--- src/sv/rsc_pkg.sv ---
// Shared codes and fixed widths for the ramp stream checker.
// No dependencies; the files that use this package refer to it by scoped names.
package rsc_pkg;

   localparam int EVENT_BITS = 3;
   localparam int KIND_BITS  = 2;
   localparam int CSR_BITS   = 8;

   // Event codes on the result channel
   localparam logic [EVENT_BITS-1:0] EV_NONE      = 3'd0;
   localparam logic [EVENT_BITS-1:0] EV_NO_SILENCE = 3'd1;
   localparam logic [EVENT_BITS-1:0] EV_SIGNAL    = 3'd2;
   localparam logic [EVENT_BITS-1:0] EV_RUN_FOUND = 3'd3;
   localparam logic [EVENT_BITS-1:0] EV_RUN_ENDED = 3'd4;

   // Error classes reported with a run-ended event
   localparam logic [KIND_BITS-1:0] ERR_NONE     = 2'd0;
   localparam logic [KIND_BITS-1:0] ERR_REPEATED = 2'd1;
   localparam logic [KIND_BITS-1:0] ERR_SKIPPED  = 2'd2;
   localparam logic [KIND_BITS-1:0] ERR_WRONG    = 2'd3;

   localparam logic [CSR_BITS-1:0] RUN_THRESHOLD_RESET = 8'd2;

endpackage

--- src/sv/rsc_req_if.sv ---
// Sample channel of the ramp stream checker: valid/ready plus one sample.
// Depends on nothing but its width parameter.
interface rsc_req_if #(
   parameter int SAMPLE_BITS = 16
);
   logic                   valid;
   logic                   ready;
   logic [SAMPLE_BITS-1:0] sample;

   modport source (output valid, output sample, input ready);
   modport sink   (input valid, input sample, output ready);
endinterface

--- src/sv/rsc_rsp_if.sv ---
// Result channel of the ramp stream checker: valid/ready plus event and counters.
// Depends on rsc_pkg for the event and error code widths.
interface rsc_rsp_if #(
   parameter int SAMPLE_BITS = 16,
   parameter int COUNT_BITS  = 32
);
   logic                            valid;
   logic                            ready;
   logic [rsc_pkg::EVENT_BITS-1:0]  event_res;
   logic [COUNT_BITS-1:0]           event_position;
   logic [COUNT_BITS-1:0]           silent_samples;
   logic [COUNT_BITS-1:0]           run_length;
   logic [SAMPLE_BITS-1:0]          expected_value;
   logic [rsc_pkg::KIND_BITS-1:0]   error_kind;
   logic [COUNT_BITS-1:0]           error_total;
   logic [COUNT_BITS-1:0]           skipped_total;
   logic [COUNT_BITS-1:0]           repeated_total;
   logic [COUNT_BITS-1:0]           wrong_total;

   modport source (
      output valid, output event_res, output event_position, output silent_samples,
      output run_length, output expected_value, output error_kind, output error_total,
      output skipped_total, output repeated_total, output wrong_total,
      input  ready
   );
   modport sink (
      input valid, input event_res, input event_position, input silent_samples,
      input run_length, input expected_value, input error_kind, input error_total,
      input skipped_total, input repeated_total, input wrong_total,
      output ready
   );
endinterface

--- src/sv/ramp_stream_checker_top.sv ---
// Ramp stream checker: flags leading silence, signal start, ramp runs and breaks.
// Ramp stream checker top level. Depends on rsc_pkg, rsc_req_if, rsc_rsp_if,
// rsc_in_stage and rsc_core.
// Usage:
//   req_chan carries one sample per beat; rsp_chan returns exactly one result
//   beat per sample, in order, with the event code, its position, the silent
//   count, the ended run length, the expected value, the error class and the
//   four saturating error totals after that sample.
//   csr_wr_en/csr_wr_data write run_threshold; write it only while idle.
// Timing:
//   An accepted sample lands in the input register; its result is then
//   registered in the result register, which drives rsp_chan.valid.
//   One sample per cycle is sustained while rsp_chan.ready is high; the input
//   and result registers each hold one beat, the state update between them.
// Reset:
//   Synchronous reset returns the checker to its start mode, clears all
//   counters and sets run_threshold to 2.
// Stalls:
//   While rsp_chan.ready is low the result holds; one more sample is still
//   taken into the input register, after which req_chan.ready drops.
module ramp_stream_checker_top #(
   parameter int SAMPLE_BITS = 16,
   parameter int COUNT_BITS  = 32
) (
   input  logic                         clock,
   input  logic                         reset,
   rsc_req_if.sink                      req_chan,
   rsc_rsp_if.source                    rsp_chan,
   input  logic                         csr_wr_en,
   input  logic [rsc_pkg::CSR_BITS-1:0] csr_wr_data
);

   logic                   stage_valid;
   logic [SAMPLE_BITS-1:0] stage_sample;
   logic                   take;

   rsc_in_stage #(
      .SAMPLE_BITS (SAMPLE_BITS)
   ) u_in_stage (
      .clock        (clock),
      .reset        (reset),
      .req_chan     (req_chan),
      .take         (take),
      .stage_valid  (stage_valid),
      .stage_sample (stage_sample)
   );

   rsc_core #(
      .SAMPLE_BITS (SAMPLE_BITS),
      .COUNT_BITS  (COUNT_BITS)
   ) u_core (
      .clock        (clock),
      .reset        (reset),
      .csr_wr_en    (csr_wr_en),
      .csr_wr_data  (csr_wr_data),
      .stage_valid  (stage_valid),
      .stage_sample (stage_sample),
      .take         (take),
      .rsp_chan     (rsp_chan)
   );

endmodule

--- src/sv/rsc_in_stage.sv ---
// Input register of the ramp stream checker: captures one sample beat.
// Depends on rsc_req_if.
module rsc_in_stage #(
   parameter int SAMPLE_BITS = 16
) (
   input  logic                   clock,
   input  logic                   reset,
   rsc_req_if.sink                req_chan,
   input  logic                   take,
   output logic                   stage_valid,
   output logic [SAMPLE_BITS-1:0] stage_sample
);

   logic                   valid_ff;
   logic                   valid_in;
   logic [SAMPLE_BITS-1:0] sample_ff;
   logic                   load;

   // free the register whenever the core consumes it this cycle
   assign req_chan.ready = !valid_ff || take;
   assign load           = req_chan.valid && req_chan.ready;

   always_comb begin
      valid_in = valid_ff;
      if (load) begin
         valid_in = 1'b1;
      end else if (take) begin
         valid_in = 1'b0;
      end
   end

   always_ff @(posedge clock) begin
      if (reset) begin
         valid_ff <= 1'b0;
      end else begin
         valid_ff <= valid_in;
      end
   end

   always_ff @(posedge clock) begin
      if (load) begin
         sample_ff <= req_chan.sample;
      end
   end

   assign stage_valid  = valid_ff;
   assign stage_sample = sample_ff;

endmodule

--- src/sv/rsc_core.sv ---
// Checker state, single-pass next-state/result logic and the result register.
// Depends on rsc_pkg and rsc_rsp_if.
module rsc_core #(
   parameter int SAMPLE_BITS = 16,
   parameter int COUNT_BITS  = 32
) (
   input  logic                          clock,
   input  logic                          reset,
   input  logic                          csr_wr_en,
   input  logic [rsc_pkg::CSR_BITS-1:0]  csr_wr_data,
   input  logic                          stage_valid,
   input  logic [SAMPLE_BITS-1:0]        stage_sample,
   output logic                          take,
   rsc_rsp_if.source                     rsp_chan
);

   typedef enum logic [1:0] {
      MODE_START   = 2'd0,
      MODE_SILENCE = 2'd1,
      MODE_SEARCH  = 2'd2,
      MODE_RUN     = 2'd3
   } mode_type;

   localparam logic [COUNT_BITS-1:0] CNT_ONE = COUNT_BITS'(1);
   localparam logic [COUNT_BITS-1:0] CNT_MAX = {COUNT_BITS{1'b1}};

   function automatic logic [COUNT_BITS-1:0] sat_inc(input logic [COUNT_BITS-1:0] v);
      return (v == CNT_MAX) ? v : v + CNT_ONE;
   endfunction

   // checker state
   mode_type                     mode_ff, mode_in;
   logic [SAMPLE_BITS-1:0]       prev_ff;
   logic [COUNT_BITS-1:0]        index_ff, index_in;
   logic [COUNT_BITS-1:0]        silence_ff, silence_in;
   logic [COUNT_BITS-1:0]        run_ff, run_in;
   logic [COUNT_BITS-1:0]        err_all_ff, err_all_in;
   logic [COUNT_BITS-1:0]        err_skip_ff, err_skip_in;
   logic [COUNT_BITS-1:0]        err_rep_ff, err_rep_in;
   logic [COUNT_BITS-1:0]        err_wrong_ff, err_wrong_in;
   logic [rsc_pkg::CSR_BITS-1:0] threshold_ff;

   // result register
   logic                           out_valid_ff, out_valid_in;
   logic [rsc_pkg::EVENT_BITS-1:0] out_event_ff, out_event_in;
   logic [COUNT_BITS-1:0]          out_pos_ff, out_pos_in;
   logic [COUNT_BITS-1:0]          out_silent_ff, out_silent_in;
   logic [COUNT_BITS-1:0]          out_runlen_ff, out_runlen_in;
   logic [SAMPLE_BITS-1:0]         out_expected_ff, out_expected_in;
   logic [rsc_pkg::KIND_BITS-1:0]  out_kind_ff, out_kind_in;

   logic [SAMPLE_BITS-1:0] expected;
   logic [COUNT_BITS-1:0]  run_inc;
   logic [COUNT_BITS-1:0]  thr_ext;
   logic                   is_zero;
   logic                   is_match;
   logic                   is_skip;

   // the result register loads a staged sample's result whenever it is empty or being drained
   assign take = stage_valid && (!out_valid_ff || rsp_chan.ready);

   assign expected = prev_ff + SAMPLE_BITS'(1);
   assign run_inc  = sat_inc(run_ff);
   assign thr_ext  = COUNT_BITS'(threshold_ff);
   assign is_zero  = (stage_sample == '0);
   assign is_match = (stage_sample == expected);
   // compare against previous plus one without wrapping
   assign is_skip  = {1'b0, stage_sample} > ({1'b0, prev_ff} + (SAMPLE_BITS + 1)'(1));

   always_comb begin
      mode_in      = mode_ff;
      index_in     = index_ff + CNT_ONE;
      silence_in   = silence_ff;
      run_in       = run_ff;
      err_all_in   = err_all_ff;
      err_skip_in  = err_skip_ff;
      err_rep_in   = err_rep_ff;
      err_wrong_in = err_wrong_ff;
      out_event_in    = rsc_pkg::EV_NONE;
      out_pos_in      = '0;
      out_silent_in   = '0;
      out_runlen_in   = '0;
      out_expected_in = expected;
      out_kind_in     = rsc_pkg::ERR_NONE;

      unique case (mode_ff)
         MODE_START: begin
            if (!is_zero) begin
               out_event_in = rsc_pkg::EV_NO_SILENCE;
               out_pos_in   = index_ff;
               mode_in      = MODE_SEARCH;
            end else begin
               mode_in    = MODE_SILENCE;
               silence_in = CNT_ONE;
            end
         end
         MODE_SILENCE: begin
            if (stage_sample == SAMPLE_BITS'(1)) begin
               // the last zero counts as the ramp's first value
               out_event_in  = rsc_pkg::EV_SIGNAL;
               out_pos_in    = index_ff - CNT_ONE;
               out_silent_in = (silence_ff == '0) ? '0 : silence_ff - CNT_ONE;
               mode_in       = MODE_SEARCH;
            end else if (!is_zero) begin
               out_event_in  = rsc_pkg::EV_SIGNAL;
               out_pos_in    = index_ff;
               out_silent_in = silence_ff;
               mode_in       = MODE_SEARCH;
            end else begin
               silence_in = sat_inc(silence_ff);
            end
         end
         MODE_SEARCH: begin
            if (!is_match) begin
               run_in = '0;
            end else begin
               run_in = run_inc;
               if (run_inc > thr_ext) begin
                  mode_in      = MODE_RUN;
                  out_event_in = rsc_pkg::EV_RUN_FOUND;
                  out_pos_in   = index_in - thr_ext;
               end
            end
         end
         MODE_RUN: begin
            if (is_match) begin
               run_in = run_inc;
            end else begin
               out_event_in  = rsc_pkg::EV_RUN_ENDED;
               out_pos_in    = index_in;
               out_runlen_in = run_ff;
               err_all_in    = sat_inc(err_all_ff);
               priority if (stage_sample == prev_ff) begin
                  out_kind_in = rsc_pkg::ERR_REPEATED;
                  err_rep_in  = sat_inc(err_rep_ff);
               end else if (is_skip) begin
                  out_kind_in = rsc_pkg::ERR_SKIPPED;
                  err_skip_in = sat_inc(err_skip_ff);
               end else begin
                  out_kind_in  = rsc_pkg::ERR_WRONG;
                  err_wrong_in = sat_inc(err_wrong_ff);
               end
               run_in  = '0;
               mode_in = MODE_SEARCH;
            end
         end
         default: begin
            mode_in = MODE_START;
         end
      endcase
   end

   always_comb begin
      out_valid_in = out_valid_ff;
      if (take) begin
         out_valid_in = 1'b1;
      end else if (rsp_chan.ready) begin
         out_valid_in = 1'b0;
      end
   end

   always_ff @(posedge clock) begin
      if (reset) begin
         mode_ff      <= MODE_START;
         prev_ff      <= '0;
         index_ff     <= '0;
         silence_ff   <= '0;
         run_ff       <= '0;
         err_all_ff   <= '0;
         err_skip_ff  <= '0;
         err_rep_ff   <= '0;
         err_wrong_ff <= '0;
         threshold_ff <= rsc_pkg::RUN_THRESHOLD_RESET;
         out_valid_ff <= 1'b0;
      end else begin
         out_valid_ff <= out_valid_in;
         if (csr_wr_en) begin
            threshold_ff <= csr_wr_data;
         end
         if (take) begin
            mode_ff      <= mode_in;
            prev_ff      <= stage_sample;
            index_ff     <= index_in;
            silence_ff   <= silence_in;
            run_ff       <= run_in;
            err_all_ff   <= err_all_in;
            err_skip_ff  <= err_skip_in;
            err_rep_ff   <= err_rep_in;
            err_wrong_ff <= err_wrong_in;
         end
      end
   end

   always_ff @(posedge clock) begin
      if (take) begin
         out_event_ff    <= out_event_in;
         out_pos_ff      <= out_pos_in;
         out_silent_ff   <= out_silent_in;
         out_runlen_ff   <= out_runlen_in;
         out_expected_ff <= out_expected_in;
         out_kind_ff     <= out_kind_in;
      end
   end

   assign rsp_chan.valid          = out_valid_ff;
   assign rsp_chan.event_res      = out_event_ff;
   assign rsp_chan.event_position = out_pos_ff;
   assign rsp_chan.silent_samples = out_silent_ff;
   assign rsp_chan.run_length     = out_runlen_ff;
   assign rsp_chan.expected_value = out_expected_ff;
   assign rsp_chan.error_kind     = out_kind_ff;
   // counters come from the state registers, which hold the state after the presented beat's update
   assign rsp_chan.error_total    = err_all_ff;
   assign rsp_chan.skipped_total  = err_skip_ff;
   assign rsp_chan.repeated_total = err_rep_ff;
   assign rsp_chan.wrong_total    = err_wrong_ff;

   a_kind_with_end: assert property (@(posedge clock) disable iff (reset)
      out_valid_ff && (out_kind_ff != rsc_pkg::ERR_NONE)
      |-> (out_event_ff == rsc_pkg::EV_RUN_ENDED))
      else $error("error kind reported without run-ended event");

   a_end_has_kind: assert property (@(posedge clock) disable iff (reset)
      out_valid_ff && (out_event_ff == rsc_pkg::EV_RUN_ENDED)
      |-> (out_kind_ff != rsc_pkg::ERR_NONE))
      else $error("run-ended event without error kind");

   a_run_entry: assert property (@(posedge clock) disable iff (reset)
      $past(take) && !$past(reset) && (mode_ff == MODE_RUN) && ($past(mode_ff) != MODE_RUN)
      |-> (out_event_ff == rsc_pkg::EV_RUN_FOUND))
      else $error("run mode entered without run-found event");

   a_err_monotonic: assert property (@(posedge clock) disable iff (reset)
      !$past(reset) |-> (err_all_ff >= $past(err_all_ff)))
      else $error("error total decreased");

   a_err_only_on_take: assert property (@(posedge clock) disable iff (reset)
      !$past(reset) && !$past(take) |-> $stable(err_all_ff) && $stable(index_ff))
      else $error("checker state moved without a beat");

endmodule

--- src/flat_wrapper.sv ---
// flat-port wrapper written by rule: the top's interface ports become plain ports
module ramp_stream_checker_top_flat 
#(
   parameter int SAMPLE_BITS = 16,
   parameter int COUNT_BITS  = 32
)
  (clock, reset, csr_wr_en, csr_wr_data, req_chan_valid, req_chan_sample, req_chan_ready, rsp_chan_valid, rsp_chan_event_res, rsp_chan_event_position, rsp_chan_silent_samples, rsp_chan_run_length, rsp_chan_expected_value, rsp_chan_error_kind, rsp_chan_error_total, rsp_chan_skipped_total, rsp_chan_repeated_total, rsp_chan_wrong_total, rsp_chan_ready);
  rsc_req_if #(.SAMPLE_BITS(SAMPLE_BITS)) req_chan_i ();
  rsc_rsp_if #(.SAMPLE_BITS(SAMPLE_BITS), .COUNT_BITS(COUNT_BITS)) rsp_chan_i ();
  input  logic clock;
  input  logic reset;
  input  logic csr_wr_en;
  input  logic [rsc_pkg::CSR_BITS-1:0] csr_wr_data;
  input wire logic [$bits(req_chan_i.valid)-1:0] req_chan_valid;
  input wire logic [$bits(req_chan_i.sample)-1:0] req_chan_sample;
  output wire logic [$bits(req_chan_i.ready)-1:0] req_chan_ready;
  output wire logic [$bits(rsp_chan_i.valid)-1:0] rsp_chan_valid;
  output wire logic [$bits(rsp_chan_i.event_res)-1:0] rsp_chan_event_res;
  output wire logic [$bits(rsp_chan_i.event_position)-1:0] rsp_chan_event_position;
  output wire logic [$bits(rsp_chan_i.silent_samples)-1:0] rsp_chan_silent_samples;
  output wire logic [$bits(rsp_chan_i.run_length)-1:0] rsp_chan_run_length;
  output wire logic [$bits(rsp_chan_i.expected_value)-1:0] rsp_chan_expected_value;
  output wire logic [$bits(rsp_chan_i.error_kind)-1:0] rsp_chan_error_kind;
  output wire logic [$bits(rsp_chan_i.error_total)-1:0] rsp_chan_error_total;
  output wire logic [$bits(rsp_chan_i.skipped_total)-1:0] rsp_chan_skipped_total;
  output wire logic [$bits(rsp_chan_i.repeated_total)-1:0] rsp_chan_repeated_total;
  output wire logic [$bits(rsp_chan_i.wrong_total)-1:0] rsp_chan_wrong_total;
  input wire logic [$bits(rsp_chan_i.ready)-1:0] rsp_chan_ready;
  assign req_chan_i.valid = req_chan_valid;
  assign req_chan_i.sample = req_chan_sample;
  assign req_chan_ready = req_chan_i.ready;
  assign rsp_chan_valid = rsp_chan_i.valid;
  assign rsp_chan_event_res = rsp_chan_i.event_res;
  assign rsp_chan_event_position = rsp_chan_i.event_position;
  assign rsp_chan_silent_samples = rsp_chan_i.silent_samples;
  assign rsp_chan_run_length = rsp_chan_i.run_length;
  assign rsp_chan_expected_value = rsp_chan_i.expected_value;
  assign rsp_chan_error_kind = rsp_chan_i.error_kind;
  assign rsp_chan_error_total = rsp_chan_i.error_total;
  assign rsp_chan_skipped_total = rsp_chan_i.skipped_total;
  assign rsp_chan_repeated_total = rsp_chan_i.repeated_total;
  assign rsp_chan_wrong_total = rsp_chan_i.wrong_total;
  assign rsp_chan_i.ready = rsp_chan_ready;
  ramp_stream_checker_top #(.SAMPLE_BITS(SAMPLE_BITS), .COUNT_BITS(COUNT_BITS)) u_core (.clock(clock), .reset(reset), .req_chan(req_chan_i), .rsp_chan(rsp_chan_i), .csr_wr_en(csr_wr_en), .csr_wr_data(csr_wr_data));
endmodule
--- config.mk ---
export PLATFORM = sky130hd
export DESIGN_NAME = ramp_stream_checker_top_flat
export DESIGN_NICKNAME = d
export VERILOG_FILES = /design/src/sv/rsc_pkg.sv /design/src/sv/rsc_req_if.sv /design/src/sv/rsc_rsp_if.sv /design/src/sv/ramp_stream_checker_top.sv /design/src/sv/rsc_in_stage.sv /design/src/sv/rsc_core.sv /design/src/flat_wrapper.sv
export SDC_FILE = /design/constraint.sdc
export NUM_CORES = 1
export LEC_CHECK = 0
export BUFFER_PORTS_ARGS = -buffer_cell sky130_fd_sc_hd__buf_4
export CAP_MARGIN = 30
export CORE_MARGIN = 2
export CORE_UTILIZATION = 63
export DETAILED_ROUTE_END_ITERATION = 12
export PLACE_DENSITY = 0.95
export SLEW_MARGIN = 10
export SYNTH_ARGS = -nofsm -noshare
export SYNTH_HDL_FRONTEND = slang
export SYNTH_SLANG_ARGS = --single-unit
--- constraint.sdc ---
create_clock -name clock -period 9 [get_ports clock]
set_input_delay 0.9 -clock clock [delete_from_list [all_inputs] [get_ports clock]]
set_output_delay 0.9 -clock clock [all_outputs]
set_load 0.005 [all_outputs]
# [Word-level counts from Yosys, hierarchy flattened]
# Index checks and enable logic that the tools add are counted.
[word_totals] reg_bits=385 latchBits=0 ram_bits=0 mem_bits_ro=0 input_bits=29 out_inout_bits=247 word_cells=120 memories=0
[classes] add_sub_neg=12 multipliers=0 div=0 order_cmp=2 n_eq_ne=20 shift=0 mux=36 n_bitwise=8 reduce_logical=22
[op_table] op="$mux W32" count=14
[op_table] op="$add A32 B1 Y32 const B" count=7
[op_table] op="$eq A32 B32 Y1 const B" count=6
[op_table] op="$pmux W32 S4" count=1
[op_table] op="$pmux W32 S2" count=1
[op_table] op="$sub A32 B1 Y32 const B" count=2
[op_table] op="$eq A16 B16 Y1" count=2
[op_table] op="$gt A32 B8 Y1" count=1
[op_table] op="$logic_not A32 Y1" count=1
[op_table] op="$sub A32 B8 Y32" count=1
[op_table] op="$mux W2" count=10
[op_table] op="$reduce_and A6 Y1" count=3
[op_table] op="$add A16 B1 Y17 const B" count=1
[op_table] op="$gt A16 B17 Y1" count=1
[op_table] op="$add A16 B1 Y16 const B" count=1
[op_table] op="$eq A16 B1 Y1 const B" count=1
[op_table] op="$logic_not A16 Y1" count=1
[op_table] op="$ne A2 B2 Y1 const B" count=7
[op_table] op="$pmux W3 S4" count=1
[op_table] op="$reduce_and A5 Y1" count=2
[op_table] op="$not A1 Y1" count=8
[op_table] op="$pmux W2 S4" count=1
[op_table] op="$mux W1" count=7
[op_table] op="$reduce_bool A2 Y1" count=3
[op_table] op="other kinds (12)" count=17

# [Logic depth before layout (Yosys ltp)]
[depth] word_depth=6 ltp_mapped=21 mapped_depth_nobuf=19

# [Cells and area by module]
# A second synthesis with hierarchy kept.
[hier_totals] cells_unflattened=2522 area_unflattened_um2=21530.6
[by_module_without_submodules] mod="rsc_core" n_inst=1 cells_per_inst=2501 area_per_inst_um2=20995.1 seq_area_each_um2=8538.2
[by_module_without_submodules] mod="rsc_in_stage" n_inst=1 cells_per_inst=21 area_per_inst_um2=535.5 seq_area_each_um2=500.5

# [Worst setup path before layout]
# Ideal clock, no wire load.
[synth_path] path_type="input-to-reg" from="in rsp_chan_ready" to="reg u_core.u_core.out_kind_ff, in the netlist u_core.u_core.rsp_chan.error_kind[0] (enable)" t_arrival_ns=4.897 slack_ns=3.577 path_stages=5 cell_sequence="nor2b_1 > nand2b_1 > inv_1 > clkbuf_1 > buf_1"
[synth_between] elab_chain_cells=2
[synth_lines] item="start: declaration" line_no="flat_wrapper.sv:28" text="input wire logic [$bits(rsp_chan_i.ready)-1:0] rsp_chan_ready;"
[synth_lines] item="$logic_or A1 B1 Y1" line_no="rsc_core.sv:60" text="assign take = stage_valid && (!out_valid_ff || rsp_chan.ready);"
[synth_lines] item="$logic_and A1 B1 Y1" line_no="rsc_core.sv:60"
[synth_lines] item="named net u_core.take" line_no="ramp_stream_checker_top.sv:35" text="logic take;"
[synth_lines] item="end signal: assignment" line_no="rsc_core.sv:201" text="out_kind_ff <= out_kind_in;"
[synth_lines] item="end: declaration" line_no="rsc_core.sv:50" text="logic [rsc_pkg::KIND_BITS-1:0] out_kind_ff, out_kind_in;"
# The timed path passes the listed nets, and every way through them passes these cells.
# A chain may end at the register's enable or synchronous reset.

# [Worst setup path after layout]
[layout_path] from="reg u_core.u_core.prev_ff[1]" to="reg u_core.u_core.err_skip_ff[28], in the netlist u_core.u_core.rsp_chan.skipped_total[28]"
[layout_between] elab_chain_cells=4 elab_cells_between_ends=8
[layout_lines] item="start: declaration" line_no="rsc_core.sv:33" text="logic [SAMPLE_BITS-1:0] prev_ff;"
[layout_lines] item="start signal: assignment" line_no="rsc_core.sv:182" text="prev_ff <= stage_sample;"
[layout_lines] item="$add A16 B1 Y16" line_no="rsc_core.sv:62" text="assign expected = prev_ff + SAMPLE_BITS'(1);"
[layout_lines] item="named net u_core.u_core.expected[12]" line_no="rsc_core.sv:52" text="logic [SAMPLE_BITS-1:0] expected;"
[layout_lines] item="$eq A16 B16 Y1" line_no="rsc_core.sv:66" text="assign is_match = (stage_sample == expected);"
[layout_lines] item="$not A1 Y1 (no line)"
[layout_lines] item="$reduce_and A6 Y1 (no line)"
[layout_lines] item="end signal: assignment" line_no="rsc_core.sv:187" text="err_skip_ff <= err_skip_in;"
[layout_lines] item="end: declaration" line_no="rsc_core.sv:38" text="logic [COUNT_BITS-1:0] err_skip_ff, err_skip_in;"
# The timed path passes the listed nets, and every way through them passes these cells.

==> results.cfg <==
[timing]
skew_ns = 0.0157
slew_headroom_pct = 30.1
max_freq_mhz = 173
fin_crit_ns = 5.77
min_period_over_period_pct = 64.1
hold_violations = 0
tns_ns = 0
setup_viol = 0
finalMaxSlewViolations = 0
rsz0062_at_grt = false
finalWorstSetupSlack_ns = 3.23
worst_pin_slew_ns = 1.05

[yosys]
synth-main-ff-cell = dfxtp_1
synth_compound_area_share_pct = 14.0
synth_top_area_share_pct = 23.8
netlist_area_sq_um = 21200
synthMuxAreaShare_pct = 1.53
synthXorXnorAreaFrac_pct = 8.87
synth_edf_count = 133
avgSynthCellArea_sq_um = 8.45
synth_top_area_cell = dfxtp_1
ys_ff_latch = 385
syn_nets = 2584
synth-async-reset-ratio_pct = 0
synthCells = 2512
synth_fa_ha_area_share_pct = 2.57
yosys_warnings = 0
ys_types = 75
synth_top_family_by_area = simple AND/OR/NAND/NOR gates
synth_simple_gate_area_share_pct = 26.3
ys_seq_area_share_pct = 42.6
synth.area.top_cells = dfxtp_1 24%, edfxtp_1 19%, nor2_1 5.0%

[global_route]
grt_pass1_wl_um = 96700
overflow = 0
grt_pass1_vias = 19200
grt_max_degree = 95
grtUsageTotal_pct = 33.3
antenna_found_initial = 0

[critical_path]
cp_max_fo = 22
cp_data_arrival_time_ns = 6.23
crit_path_end_kind = register
critPathKind = register to register
startpoint_type = register
r2r_setup_slack_ns = 3.23
worstPathRequired_ns = 9.47

[clocking]
cts_resized = 0
cts_inserted_buffers = 40
cts_tree = done
path_clk_slew_ns = 0.06
clock_path_buffers = 3
clock_latency_ns = 0.55
cts_num_sinks = 385
cts_setup_buffers = 0
clock-root-buffer = clkbuf_16
ctsHoldBuffers = 0
htreeDepth = 2

[floorplan]
start_util_pct = 63.6
dieArea_sq_um = 35200
io-pin-count = 276
die_h_um = 188
rows = 67
fp.dieW_um = 188
core_sq_um = 33400

[pwr]
vdd_drop_max_v = 0.000138
power_mw = 3.75
p_leak_nw = 9.06
p_per_area_nw_per_um2 = 152

[drt]
post_drt_via_cell_ratio = 6.41
drc = 0
drt_iter0_markers = 2134
via_count = 20300
postRouteAntennaNets = 0
drt_wl_total_um = 61200
first_pass_iters = 7
wl_per_cell_um = 19.3

[finish]
nNetsFinal = 2761
antenna_cells = 0
syn_to_final_growth_pct = 16.3
fillers = 2328
drive_gt1_share_pct = 14.2

[job]
cap_violations = 0

[placement]
post-place-ws_ns = 3.39
port_buffers = 275
gp_congestion = 0.966
hpwlAfterDp_um = 41900

[worst_hold_path]
hold_class = register to register

[run_status]
status = complete, no violations
[area by class of cell]
type                    count  area [sq um]  area share [%]
clock inverters            10          63.8           0.258
well taps                 448           561            2.27
repair buffers            295          2230            9.03
flip-flops and latches    385          9040            36.6
inverters                  71           272            1.10
clock buffers              64          1220            4.96
multi-input cells        1896         11300            45.8
[cell usage after synthesis (all sizes together) (4+ instances only)]
library cell	number
o21ai	158
nor3	79
nor4	40
edfxtp	133
inv	70
or2	9
a31oi	11
a311oi	4
o221ai	7
dfxtp	252
xor2	116
mux2i	20
xnor2	99
ha	42
a22oi	14
and3	41
or3	89
nor2b	14
buf	27
a2bb2oi	5
and2	50
nand2	234
o41ai	5
a21oi	168
o211ai	14
o21a	17
nand3b	5
mux2	11
and4	24
nand4	76
nand2b	8
nor2	284
or4	25
o31ai	25
a211oi	8
o22ai	8
nand3	127
o2111ai	4
a221oi	11
o21bai	4
o31a	8
clkbuf	133
[placed cells by master (no fill, tap or decap), types with 25 or more instances in the layout]
master     count
xnor2_1       99
nand4_1       76
a21oi_1      168
inv_1         69
nand2_1      234
xor2_1       116
and3_1        41
o31ai_1       25
o21ai_0      156
dfxtp_1      252
nor3_1        78
clkbuf_16     43
or3_1         87
nor4_1        38
buf_4        292
nor2_1       283
nand3_1      127
and2_1        50
edfxtp_1     133
ha_1          42
[kinds of logic after synthesis]
group | count (synthesis)
and+or+nand+nor | 1114
adders and majority gates | 43
xor gates and xnor gates | 215
buffers and inverters | 231
AOI/OAI and AO/OA | 493
muxes | 31
DFF | 385
[state kept, by name, indices dropped and copies added (netlist names), 32 cells and up]
register,cells
u_core.u_core.index_ff,32
u_core.u_core.rsp_chan.error_total,32
u_core.u_core.rsp_chan.event_position,32
u_core.u_core.rsp_chan.repeated_total,32
u_core.u_core.rsp_chan.run_length,32
u_core.u_core.rsp_chan.silent_samples,32
u_core.u_core.rsp_chan.skipped_total,32
u_core.u_core.rsp_chan.wrong_total,32
u_core.u_core.run_ff,32
u_core.u_core.silence_ff,32
[per-layer routing]
layer	vias to the layer above	GRT usage [%]	part of all wire, %	routed length, um
met2	1185	54.5	47	28600
li1	9367	-	-	-
met1	9538	42.2	38	23500
met4	0	16.1	4.4	2710
met5	-	0	0	0
met3	227	7.00	10	6410
[final timing paths]
check                                                                         start                                               endpoint  cells after the start
worst max-delay path                          u_core.u_core.prev_ff[1]$_SDFFE_PP0P_  u_core.u_core.rsp_chan.skipped_total[28]$_SDFFE_PP0P_                     20
worst min-delay path            u_core.u_core.rsp_chan.error_total[23]$_SDFFE_PP0P_    u_core.u_core.rsp_chan.error_total[23]$_SDFFE_PP0P_                      2
worst min register to register  u_core.u_core.rsp_chan.error_total[23]$_SDFFE_PP0P_    u_core.u_core.rsp_chan.error_total[23]$_SDFFE_PP0P_                      2
worst max register to register                u_core.u_core.prev_ff[1]$_SDFFE_PP0P_  u_core.u_core.rsp_chan.skipped_total[28]$_SDFFE_PP0P_                     20
[per-stage QoR]
step	util [%]	hold slack, ns	instances	cell area [sq um]
2_1_floorplan	-	0.460	2512	21200
3_3_place_gp	70.1	0.473	3092	23400
3_5_place_dp	70.1	0.488	3094	23400
4_1_cts	74.0	0.503	3168	24700
5_1_grt	74.0	0.514	3169	24700
6_report	74.0	0.509	3169	24700
[worst max-delay path: stages, from the launching register on]
cell     delay (ns)
dfxtp_1        0.40
ha_1           0.21
nand3_1        0.12
nor2_1         0.24
nand2_1        0.08
nor2_1         0.23
and3_1         0.22
xor2_1         0.21
inv_1          0.06
ha_1           0.28
nand4_1        0.15
or4_1          0.67
nand3_1        0.15
buf_4          0.28
inv_1          0.11
and3_1         0.17
inv_1          0.12
a31oi_1        0.56
nand4_1        0.64
or4_1          0.62
a21oi_1        0.16
[power breakdown]
group | leakage [nW] | switching [mW] | internal, mW | total [mW]
combinational | 5.13 | 0.152 | 0.0965 | 0.249
sequential | 3.29 | 0.0268 | 1.84 | 1.86
clock | 0.638 | 0.698 | 0.939 | 1.64
No activity file was read; power rests on OpenSTA's default activity.
